**src/design/adx_block_framer_defines.svh**
```systemverilog
// Assertion macros used by the block framer core
`ifndef ADX_BLOCK_FRAMER_DEFINES_SVH
`define ADX_BLOCK_FRAMER_DEFINES_SVH

// Same-cycle implication, sampled on clk, off while arst_n is low
`define ADXBF_ASSERT_NOW(label, ante, cons, msg) \
	label: assert property (@(posedge clk) disable iff (!arst_n) (ante) |-> (cons)) \
		else $error(msg);

// Next-cycle implication, sampled on clk, off while arst_n is low
`define ADXBF_ASSERT_NEXT(label, ante, cons, msg) \
	label: assert property (@(posedge clk) disable iff (!arst_n) (ante) |=> (cons)) \
		else $error(msg);

`endif

```
**src/design/adxbf_pkg.sv**
```systemverilog
// Types and constants of the block framer
package adxbf_pkg;

	localparam logic [63:0] HdrMask    = 64'hFFFF_0000_FFFF_FF00;
	localparam logic [63:0] HdrPattern = 64'h8000_0000_0312_0400;

	localparam int CntW = 17;
	typedef logic [CntW-1:0] cnt_t;

	localparam cnt_t HdrLenAdj = 17'd4;  // header length field excludes the leading 4 bytes
	localparam cnt_t MinHdrLen = 17'd8;
	localparam cnt_t HdrLead   = 17'd7;  // header start lies 7 bytes before the match byte

	localparam logic [7:0] BlockUnitReset = 8'd18;

	localparam int AddrW = 3;
	typedef enum logic {
		REG_BLOCK_UNIT = 1'b0
	} reg_idx_t;

	typedef struct packed {
		logic [7:0] data_byte;
	} raw_item_t;

	typedef struct packed {
		logic [7:0] out_byte;
		logic       frame_last;
		logic       locked;
	} framed_item_t;

	typedef struct packed {
		logic frame_last;
		logic locked;
	} status_t;

endpackage

```
**src/design/adxbf_stream_if.sv**
```systemverilog
// Valid/ready stream channel
interface adxbf_stream_if #(
	parameter type payload_t = logic [7:0]
) ();
	logic     valid;
	logic     ready;
	payload_t data;

	modport source (output valid, output data, input ready);
	modport sink (input valid, input data, output ready);
endinterface

```
**src/design/adxbf_core.sv**
```systemverilog
// Header search, lock and frame countdown of the block framer
`include "adx_block_framer_defines.svh"

module adxbf_core (
	input  logic                 clk,
	input  logic                 arst_n,
	input  logic                 step,
	input  logic [7:0]           data_byte,
	input  logic [7:0]           block_unit_bytes,
	output adxbf_pkg::status_t   status
);

	logic [63:0]     sync_window_q;
	logic            is_locked_q;
	adxbf_pkg::cnt_t frame_len_q;
	adxbf_pkg::cnt_t bytes_left_q;

	logic [63:0]     window_next;
	logic            hdr_hit;
	adxbf_pkg::cnt_t hdr_len;
	logic            lock_now;
	logic [15:0]     frame_prod;
	adxbf_pkg::cnt_t frame_len_new;
	adxbf_pkg::cnt_t first_count;
	adxbf_pkg::cnt_t to_end;
	logic            ends_frame;
	logic            counting;

	always_comb begin
		window_next   = {sync_window_q[55:0], data_byte};
		hdr_hit       = (window_next & adxbf_pkg::HdrMask) == adxbf_pkg::HdrPattern;
		hdr_len       = {1'b0, window_next[47:32]} + adxbf_pkg::HdrLenAdj;
		lock_now      = !is_locked_q && hdr_hit && (data_byte != 8'd0)
			&& (hdr_len >= adxbf_pkg::MinHdrLen);
		frame_prod    = block_unit_bytes * data_byte;
		frame_len_new = {1'b0, frame_prod};
		// first frame runs from header start through one block
		first_count   = hdr_len + frame_len_new - adxbf_pkg::HdrLead;
		if (lock_now) begin
			to_end = first_count;
		end else if (bytes_left_q == '0) begin
			to_end = frame_len_q;
		end else begin
			to_end = bytes_left_q;
		end
		ends_frame = to_end <= adxbf_pkg::cnt_t'(1);
		counting   = is_locked_q || lock_now;
	end

	always_comb begin
		status.frame_last = counting && ends_frame;
		status.locked     = counting;
	end

	always_ff @(posedge clk or negedge arst_n) begin
		if (!arst_n) begin
			sync_window_q <= '0;
			is_locked_q   <= 1'b0;
			frame_len_q   <= '0;
			bytes_left_q  <= '0;
		end else if (step) begin
			// freeze the window once locked
			if (!is_locked_q) begin
				sync_window_q <= window_next;
			end
			if (lock_now) begin
				is_locked_q <= 1'b1;
				frame_len_q <= frame_len_new;
			end
			if (counting) begin
				bytes_left_q <= ends_frame ? '0 : to_end - adxbf_pkg::cnt_t'(1);
			end
		end
	end

	`ADXBF_ASSERT_NEXT(a_lock_holds, is_locked_q, is_locked_q, "framer lost lock")
	`ADXBF_ASSERT_NEXT(a_window_frozen, is_locked_q, $stable(sync_window_q),
		"header window moved after lock")
	`ADXBF_ASSERT_NOW(a_last_needs_lock, step && status.frame_last, status.locked,
		"frame end flagged while unlocked")
	`ADXBF_ASSERT_NEXT(a_countdown, step && is_locked_q && (bytes_left_q > 17'd1),
		bytes_left_q == $past(bytes_left_q) - 17'd1, "frame countdown skipped")
	`ADXBF_ASSERT_NEXT(a_idle_holds, !step,
		$stable(bytes_left_q) && $stable(is_locked_q), "frame state moved without a byte")

endmodule

```
**src/design/adx_block_framer.sv**
```systemverilog
// Block framer top level: stream stages, configuration port and framing core
//
// Passes a byte stream through unchanged and flags the last byte of every frame.
// Until a header is found, each byte is shifted into an eight-byte window that is
// matched against the fixed header pattern; a match with a nonzero channel count and
// a header length of at least 8 locks the framer. The first frame ends one block
// past the header; every later frame is block_unit_bytes times the channel count.
// block_unit_bytes (APB address 0, reset 18) is sampled at the locking byte only.
// Throughput is one byte per clock with the sink ready. Bytes pass an input stage
// register, then the header compare, channel-count multiply and frame countdown in
// one pass into the output register. The input side stays ready while the output
// register drains, so a stalled sink costs no bubble once it takes the result.
module adx_block_framer (
	input  logic                        clk,
	input  logic                        arst_n,
	adxbf_stream_if.sink                raw,
	adxbf_stream_if.source              framed,
	input  logic                        psel,
	input  logic                        penable,
	input  logic                        pwrite,
	input  logic [adxbf_pkg::AddrW-1:0] paddr,
	input  logic [31:0]                 pwdata,
	output logic [31:0]                 prdata,
	output logic                        pready
);

	logic [7:0]              block_unit_q;
	logic                    valid_s1;
	logic [7:0]              data_s1;
	logic                    out_valid_q;
	adxbf_pkg::framed_item_t out_item_q;
	logic                    advance;
	logic                    step;
	logic                    reg_wr;
	logic                    reg_sel;
	adxbf_pkg::status_t      status;

	// register index is the word address
	assign reg_sel = paddr[adxbf_pkg::AddrW-1] == adxbf_pkg::REG_BLOCK_UNIT;
	assign pready  = 1'b1;
	assign reg_wr  = psel && penable && pwrite && pready && reg_sel;
	assign prdata  = reg_sel ? {24'd0, block_unit_q} : 32'd0;

	always_ff @(posedge clk or negedge arst_n) begin
		if (!arst_n) begin
			block_unit_q <= adxbf_pkg::BlockUnitReset;
		end else if (reg_wr) begin
			block_unit_q <= pwdata[7:0];
		end
	end

	assign advance   = !out_valid_q || framed.ready;
	assign step      = valid_s1 && advance;
	assign raw.ready = !valid_s1 || advance;

	always_ff @(posedge clk or negedge arst_n) begin
		if (!arst_n) begin
			valid_s1 <= 1'b0;
		end else if (raw.ready) begin
			valid_s1 <= raw.valid;
		end
	end

	always_ff @(posedge clk) begin
		if (raw.ready && raw.valid) begin
			data_s1 <= raw.data.data_byte;
		end
	end

	adxbf_core u_core (
		.clk              (clk),
		.arst_n           (arst_n),
		.step             (step),
		.data_byte        (data_s1),
		.block_unit_bytes (block_unit_q),
		.status           (status)
	);

	always_ff @(posedge clk or negedge arst_n) begin
		if (!arst_n) begin
			out_valid_q <= 1'b0;
		end else if (advance) begin
			out_valid_q <= valid_s1;
		end
	end

	always_ff @(posedge clk) begin
		if (step) begin
			out_item_q.out_byte   <= data_s1;
			out_item_q.frame_last <= status.frame_last;
			out_item_q.locked     <= status.locked;
		end
	end

	assign framed.valid = out_valid_q;
	assign framed.data  = out_item_q;

endmodule

```
**src/flat_wrapper.sv**
```systemverilog
// flat-port wrapper written by rule: the top's interface ports become plain ports
module adx_block_framer_flat 
  (clk, arst_n, psel, penable, pwrite, paddr, pwdata, prdata, pready, raw_valid, raw_data, raw_ready, framed_valid, framed_data, framed_ready);
  adxbf_stream_if #(.payload_t(adxbf_pkg::raw_item_t)) raw_i ();
  adxbf_stream_if #(.payload_t(adxbf_pkg::framed_item_t)) framed_i ();
  input  logic clk;
  input  logic arst_n;
  input  logic psel;
  input  logic penable;
  input  logic pwrite;
  input  logic [adxbf_pkg::AddrW-1:0] paddr;
  input  logic [31:0] pwdata;
  output logic [31:0] prdata;
  output logic pready;
  input wire logic [$bits(raw_i.valid)-1:0] raw_valid;
  input wire logic [$bits(raw_i.data)-1:0] raw_data;
  output wire logic [$bits(raw_i.ready)-1:0] raw_ready;
  output wire logic [$bits(framed_i.valid)-1:0] framed_valid;
  output wire logic [$bits(framed_i.data)-1:0] framed_data;
  input wire logic [$bits(framed_i.ready)-1:0] framed_ready;
  assign raw_i.valid = raw_valid;
  assign raw_i.data = raw_data;
  assign raw_ready = raw_i.ready;
  assign framed_valid = framed_i.valid;
  assign framed_data = framed_i.data;
  assign framed_i.ready = framed_ready;
  adx_block_framer u_core (.clk(clk), .arst_n(arst_n), .raw(raw_i), .framed(framed_i), .psel(psel), .penable(penable), .pwrite(pwrite), .paddr(paddr), .pwdata(pwdata), .prdata(prdata), .pready(pready));
endmodule
```
**config.mk**
```make
export PLATFORM = sky130hd
export DESIGN_NAME = adx_block_framer_flat
export DESIGN_NICKNAME = d
export VERILOG_FILES = /design/src/design/adxbf_pkg.sv /design/src/design/adxbf_stream_if.sv /design/src/design/adxbf_core.sv /design/src/design/adx_block_framer.sv /design/src/flat_wrapper.sv
export VERILOG_INCLUDE_DIRS = /design/src /design/src/design
export SDC_FILE = /design/constraint.sdc
export NUM_CORES = 1
export LEC_CHECK = 0
export BUFFER_PORTS_ARGS = -buffer_cell sky130_fd_sc_hd__buf_2
export CORE_AREA = 4 4 130 132
export CTS_CLUSTER_DIAMETER = 50
export DETAILED_ROUTE_END_ITERATION = 8
export DIE_AREA = 0 0 134 136
export PLACE_DENSITY = 0.78
export REMOVE_ABC_BUFFERS = 1
export SLEW_MARGIN = 20
export SYNTH_ARGS = -nofsm -noshare
export SYNTH_HDL_FRONTEND = slang
export SYNTH_SLANG_ARGS = --single-unit
```
**constraint.sdc**
```tcl
create_clock -name clk -period 9.1 [get_ports clk]
set_clock_uncertainty 0.05 [all_clocks]
set_input_delay 1.82 -clock clk [delete_from_list [all_inputs] [get_ports clk]]
set_output_delay 1.82 -clock clk [all_outputs]
set_load 0.02 [all_outputs]
```
==> flow_metrics.env, run 1 <==
export IMPL_synth_compound_area_share_pct=11.0
export IMPL_gr_total_overflow=0
export IMPL_use_met1_pct=31.4
export IMPL_diodes=0
export IMPL_startpoint="u_core.data_s1[4]"
export IMPL_clock_fmax_ghz=0.128
export IMPL_post_dp_cell_area_um2=9520
export IMPL_avgViaCountPerCell=5.70
export IMPL_yosys_area_share_simple_pct=17.9
export IMPL_grtUsageMet2_pct=38.9
export IMPL_final_common_cell="dfrtp_1"
export IMPL_antenna_found_initial=0
export IMPL_holdCritPathClass="reg -> reg"
export IMPL_timing_hold_ws_ps=447
export IMPL_layout_common_cells="dfrtp_1 (98), inv_1 (97), nand2_1 (71), ha_1 (71), mux2_2 (60)"
export IMPL_synth_cell_area_um2=9230
export IMPL_cts_buffer_depth=2
export IMPL_slowest_delay_ps=620
export IMPL_synth_top_area_share_pct=26.6
export IMPL_period_share_pct=86.1
export IMPL_period_minus_slack_ps=7830
export IMPL_drc_errors=0
export IMPL_rsz0062_at_grt="false"
export IMPL_num_vias=6870
export IMPL_use_met3_pct=4.74
export IMPL_syn_to_final_growth_pct=9.72
export IMPL_start_kind="register"
export IMPL_cts_inserted_buffers=17
export IMPL_rr_worst_depth=29
export IMPL_ios=95
export IMPL_max_slew_margin_pct=42.0
export IMPL_final_area_um2=10100
export IMPL_seq_area_frac_synth_pct=33.0
export IMPL_h_tree_depth=4
export IMPL_clock_sinks=118
export IMPL_synth_top_family_by_area="simple AND/OR/NAND/NOR gates"
export IMPL_start_util_pct=58.7
export IMPL_synth_cells=941
export IMPL_grt_busiest_layer="met2"
export IMPL_clock_root_buffer="clkbuf_16"
export IMPL_post_drt_wl_per_cell_um=16.8
export IMPL_synth_edff_count=18
export IMPL_hpwl_mm=14.9
export IMPL_synth_flop_cell="dfrtp_1"
export IMPL_cts_tree="built"
export IMPL_gp_congestion=0.914
export IMPL_synth_mux_area_share_pct=8.24
export IMPL_coreArea_um2=15700
export IMPL_cp_required_ps=9320
export IMPL_yosys_warnings=0
export IMPL_drv_cap=0
export IMPL_cp_slowest_cell="nor2_1"
export IMPL_crit_arrival_ps=8050
export IMPL_fp_dieW_um=134
export IMPL_grt_max_degree=64
export IMPL_syn_area_per_cell_um2=9.81
export IMPL_post_cts_resized=0
export IMPL_min_path_cells=2
export IMPL_r2r_end="u_core.u_core.bytes_left_q[9]"
export IMPL_timing_rr_start="u_core.data_s1[4]"
export IMPL_finalMaxSlewViolations=0
export IMPL_crit_type="reg -> reg"
export IMPL_grt_pass1_wl_mm=34.4
export IMPL_cts_hold_buffers=0
export IMPL_synth_async_reset_ratio_pct=84.7
export IMPL_postCtsSetupBuffers=0
export IMPL_cpMostUsedCell="fa_1"
export IMPL_insertion_delay_ps=430
export IMPL_die_area_um2=18200
export IMPL_nets=1135
export IMPL_drtIter0Drc=451
export IMPL_synth_distinct_cells=80
export IMPL_status="completed"
export IMPL_finalWirelength_mm=20.3
export IMPL_ys_ff_latch=118
export IMPL_drive_gt1_share_pct=17.1
export IMPL_netlist_top_cells_area="dfrtp_1 (27%), ha_1 (9.6%), fa_1 (8.0%)"
export IMPL_hold_viol_final=0
export IMPL_synth_fa_ha_area_share_pct=17.6
export IMPL_row_count=46
export IMPL_worst_pin_slew_ps=862
export IMPL_fp_dieH_um=136
export IMPL_worstPathMaxFanout=11
export IMPL_finalSetupViolCount=0
export IMPL_r2r_slack_ps=1270
export IMPL_synth_xor_area_share_pct=4.65
export IMPL_hold_end="u_core.u_core.frame_len_q[11]"
export IMPL_postRouteAntennaNets=0
export IMPL_firstDrtPassIters=5
export IMPL_clk_pin_slew_worst_paths_ps=60
export IMPL_worstHoldStart="u_core.u_core.frame_len_q[11]"
export IMPL_port_buffers=43
export IMPL_endpoint_kind="register"
export IMPL_synth_top_area_cell="dfrtp_1"
export IMPL_fin_tns_setup_ps=0
export IMPL_final_core_util_pct=64.5
export IMPL_grtUsageTotal_pct=23.8
export IMPL_grt_pass1_vias=7076
[sequential cells by signal, summed over array words and instances (netlist names)]
signal,cells
u_core.block_unit_q,8
u_core.u_core.frame_len_q,16
u_core.u_core.bytes_left_q,17
u_core.u_core.is_locked_q,1
u_core.framed.valid,1
u_core.valid_s1,1
u_core.data_s1,8
u_core.framed.data,10
u_core.u_core.sync_window_q,56
[logic make-up after synthesis]
kind of cell	count (synthesis)
muxes	68
adders and majority gates	108
and+or+nand+nor	297
buffers and inverters	150
other	2
DFF	118
AOI/OAI and AO/OA	149
xor gates and xnor gates	49
[layout make-up]
type / instances / area [um^2]
clock inverters: 15 / 184
repair buffers: 47 / 248
fillers: 1295 / 5590
multi-input cells: 696 / 5590
inverters: 97 / 364
well taps: 216 / 270
flip-flops and latches: 118 / 3050
clock buffers: 17 / 425
[routing by layer]
layer  vias to the layer above  wire, um
li1                       3299         -
met1                      3349      9210
met2                       177      9680
met3                        45       875
met4                         0       556
met5                         -         0
[worst max path at each step]
stage	endpoint
after CTS	u_core.u_core.bytes_left_q[9]
after detailed placement	u_core.u_core.bytes_left_q[9]
after global placement	u_core.u_core.bytes_left_q[12]
final	u_core.u_core.bytes_left_q[9]
after global routing	u_core.u_core.bytes_left_q[9]
after floorplan	u_core.u_core.bytes_left_q[11]
[Yosys cell counts, types with 3 or more instances]
master      n
a211oi_1   14
a21o_1      7
a21oi_1    31
a31oi_1     3
and2_1     56
buf_2       5
buf_4      26
buf_6       3
clkbuf_1   16
dfrtp_1    98
edfxtp_1   18
fa_1       37
ha_1       71
inv_1      97
mux2_2     60
mux2i_1     7
nand2_1    71
nand2b_1   11
nand3_1    15
nand3b_1    3
nand4_1    10
nor2_1     48
nor2b_1    12
nor3_1     21
nor4_1     16
nor4b_1     6
o2111ai_1   4
o211ai_1    6
o21a_1      4
o21ai_0    37
o21ai_1     3
o21bai_1    3
o31a_1      4
o31ai_1    12
or3_1       3
or4_1       3
xnor2_1    29
xor2_1     20
[worst max-delay path: cells and delay by family, from the launching register on]
family / cells / cell delay (ps)
and+or+nand+nor: 9 / 1780
DFF: 1 / 570
buffers and inverters: 3 / 150
xor gates and xnor gates: 1 / 320
adders and majority gates: 7 / 2930
AOI/OAI and AO/OA: 9 / 1840
[per-stage QoR]
step,setup slack [ps],instances
6_report,1270,1206
2_1_floorplan,2450,911
4_1_cts,1270,1206
5_1_grt,862,1206
3_5_place_dp,1270,1174
3_3_place_gp,1530,1174
Power of run 1 is not shown: default switching activity piles up to over one toggle a cycle in this logic, so the estimate is an artifact.
==> run 2, diff against run 1 <==
--- a/config.mk
+++ b/config.mk
@@ -9,6 +9,6 @@
 export BUFFER_PORTS_ARGS = -buffer_cell sky130_fd_sc_hd__buf_2
-export CORE_AREA = 4 4 130 132
+export CORE_AREA = 2 2 128 130
 export CTS_CLUSTER_DIAMETER = 50
 export DETAILED_ROUTE_END_ITERATION = 8
-export DIE_AREA = 0 0 134 136
+export DIE_AREA = 0 0 130 132
 export PLACE_DENSITY = 0.78
==> constraint.sdc (replaced) <==
create_clock -name clk -period 9.1 [get_ports clk]
set_clock_uncertainty 0.05 [all_clocks]
set_input_delay 1.365 -clock clk [delete_from_list [all_inputs] [get_ports clk]]
set_output_delay 1.365 -clock clk [all_outputs]
set_load 0.02 [all_outputs]
==> flow_metrics.env, run 2 (synthesized netlist as in run 1, its figures left out) <==
export IMPL_start_kind="register"
export IMPL_insertion_delay_ps=420
export IMPL_clock_root_buffer="clkbuf_16"
export IMPL_rr_worst_depth=29
export IMPL_postRouteAntennaNets=0
export IMPL_port_buffers=43
export IMPL_grt_pass1_wl_mm=33.8
export IMPL_row_count=46
export IMPL_largest_register="u_core.u_core.sync_window_q"
export IMPL_clk_pin_slew_worst_paths_ps=60
export IMPL_endpoint_kind="register"
export IMPL_firstDrtPassIters=5
export IMPL_avgViaCountPerCell=5.70
export IMPL_r2r_slack_ps=1280
export IMPL_grt_max_degree=56
export IMPL_cpMostUsedCell="fa_1"
export IMPL_drtIter0Drc=454
export IMPL_start_util_pct=58.7
export IMPL_ios=95
export IMPL_clock_fmax_ghz=0.128
export IMPL_period_minus_slack_ps=7820
export IMPL_worst_pin_slew_ps=886
export IMPL_syn_to_final_growth_pct=9.02
export IMPL_r2r_end="u_core.u_core.bytes_left_q[8]"
export IMPL_max_slew_margin_pct=40.6
export IMPL_layout_common_cells="dfrtp_1 (98), inv_1 (97), nand2_1 (71), ha_1 (71), mux2_2 (60)"
export IMPL_cts_hold_buffers=0
export IMPL_gr_total_overflow=0
export IMPL_cts_buffer_depth=2
export IMPL_grt_pass1_vias=6951
export IMPL_reg_top3="u_core.u_core.sync_window_q: 56 flops, u_core.u_core.bytes_left_q: 17 flops, u_core.u_core.frame_len_q: 16 flops"
export IMPL_diodes=0
export IMPL_fp_dieW_um=130
export IMPL_rsz0062_at_grt="false"
export IMPL_finalWirelength_mm=19.8
export IMPL_fp_dieH_um=132
export IMPL_drc_errors=0
export IMPL_period_share_pct=86.0
export IMPL_holdCritPathClass="reg -> reg"
export IMPL_clock_sinks=118
export IMPL_h_tree_depth=4
export IMPL_post_drt_wl_per_cell_um=16.5
export IMPL_antenna_found_initial=0
export IMPL_drive_gt1_share_pct=17.0
export IMPL_status="completed"
export IMPL_slowest_delay_ps=620
export IMPL_largest_reg_flops=56
export IMPL_cts_tree="built"
export IMPL_nets=1135
export IMPL_timing_rr_start="u_core.data_s1[4]"
export IMPL_crit_arrival_ps=8040
export IMPL_cp_slowest_cell="nor2_1"
export IMPL_worstPathMaxFanout=11
export IMPL_gp_congestion=0.929
export IMPL_startpoint="u_core.data_s1[4]"
export IMPL_coreArea_um2=15700
export IMPL_cp_required_ps=9320
export IMPL_finalMaxSlewViolations=0
export IMPL_endpoint="u_core.u_core.bytes_left_q[8]"
export IMPL_drv_cap=0
export IMPL_grtUsageTotal_pct=24.9
export IMPL_final_common_cell="dfrtp_1"
export IMPL_finalSetupViolCount=0
export IMPL_postCtsSetupBuffers=0
export IMPL_crit_type="reg -> reg"
export IMPL_hpwl_mm=14.8
export IMPL_post_cts_resized=0
export IMPL_hold_viol_final=0
export IMPL_num_vias=6875
export IMPL_die_area_um2=17200
export IMPL_cts_inserted_buffers=17
export IMPL_fin_tns_setup_ps=0
run 2: changes by cell type in the layout (fill, tap and decap cells not counted):
| cell | previous run | this run |
|---|---|---|
| nand2b_2 | 1 | 0 |
| clkinvlp_4 | 0 | 4 |
| inv_6 | 5 | 6 |
| bufinv_16 | 2 | 0 |
| clkinv_2 | 0 | 2 |
| inv_8 | 4 | 1 |
| clkinv_4 | 4 | 2 |
| nand2b_1 | 10 | 11 |
run 2: layout make-up:
| class | count | area [um^2] |
|---|---|---|
| clock buffer | 17 | 425 |
| clock inverter | 15 | 121 |
| fill | 1255 | 5650 |
| inverter | 97 | 364 |
| multi-input combinational | 696 | 5590 |
| sequential | 118 | 3050 |
| tap | 216 | 270 |
| timing repair buffer | 47 | 248 |
run 2: how the worst min path moves through the flow:
| stage | start | to | slack [ps] | depth (start not counted) |
|---|---|---|---|---|
| floorplan | u_core.u_core.frame_len_q[10] | u_core.u_core.frame_len_q[10] | 400 | 2 |
| global placement | u_core.u_core.frame_len_q[11] | u_core.u_core.frame_len_q[11] | 410 | 2 |
| detailed placement | u_core.u_core.frame_len_q[11] | u_core.u_core.frame_len_q[11] | 420 | 2 |
| CTS | u_core.u_core.frame_len_q[11] | u_core.u_core.frame_len_q[11] | 440 | 2 |
| global route | u_core.u_core.frame_len_q[4] | u_core.u_core.frame_len_q[4] | 490 | 2 |
| finish | u_core.u_core.frame_len_q[11] | u_core.u_core.frame_len_q[11] | 440 | 2 |
run 2: per-layer routing:
layer	part of all wire [%]	track usage, %
met3	4.5	4.22
met5	0	0
met1	45	34.7
met4	3.5	11.1
met2	47	38.2
run 2: stage by stage:
step           worst slack (ps)  util [%]  cell area (um^2)  hold slack, ps  std cells
6_report                   1280      64.0             10100             437       1206
4_1_cts                    1310      64.0             10100             435       1206
5_1_grt                     850      64.0             10100             490       1206
3_3_place_gp               1520      60.6              9520             414       1174
2_1_floorplan              2450         -              8990             400        911
3_5_place_dp               1400      60.6              9520             422       1174
run 2: critical path: cells and delay by family, from the launching register on:
| family | cells | cell delay, ps |
|---|---|---|
| AOI/OAI and AO/OA | 9 | 1830 |
| buffers and inverters | 3 | 150 |
| DFF | 1 | 570 |
| and+or+nand+nor | 9 | 1800 |
| xor gates and xnor gates | 1 | 310 |
| adders and majority gates | 7 | 2950 |
Power of run 2 is left out for the same reason.
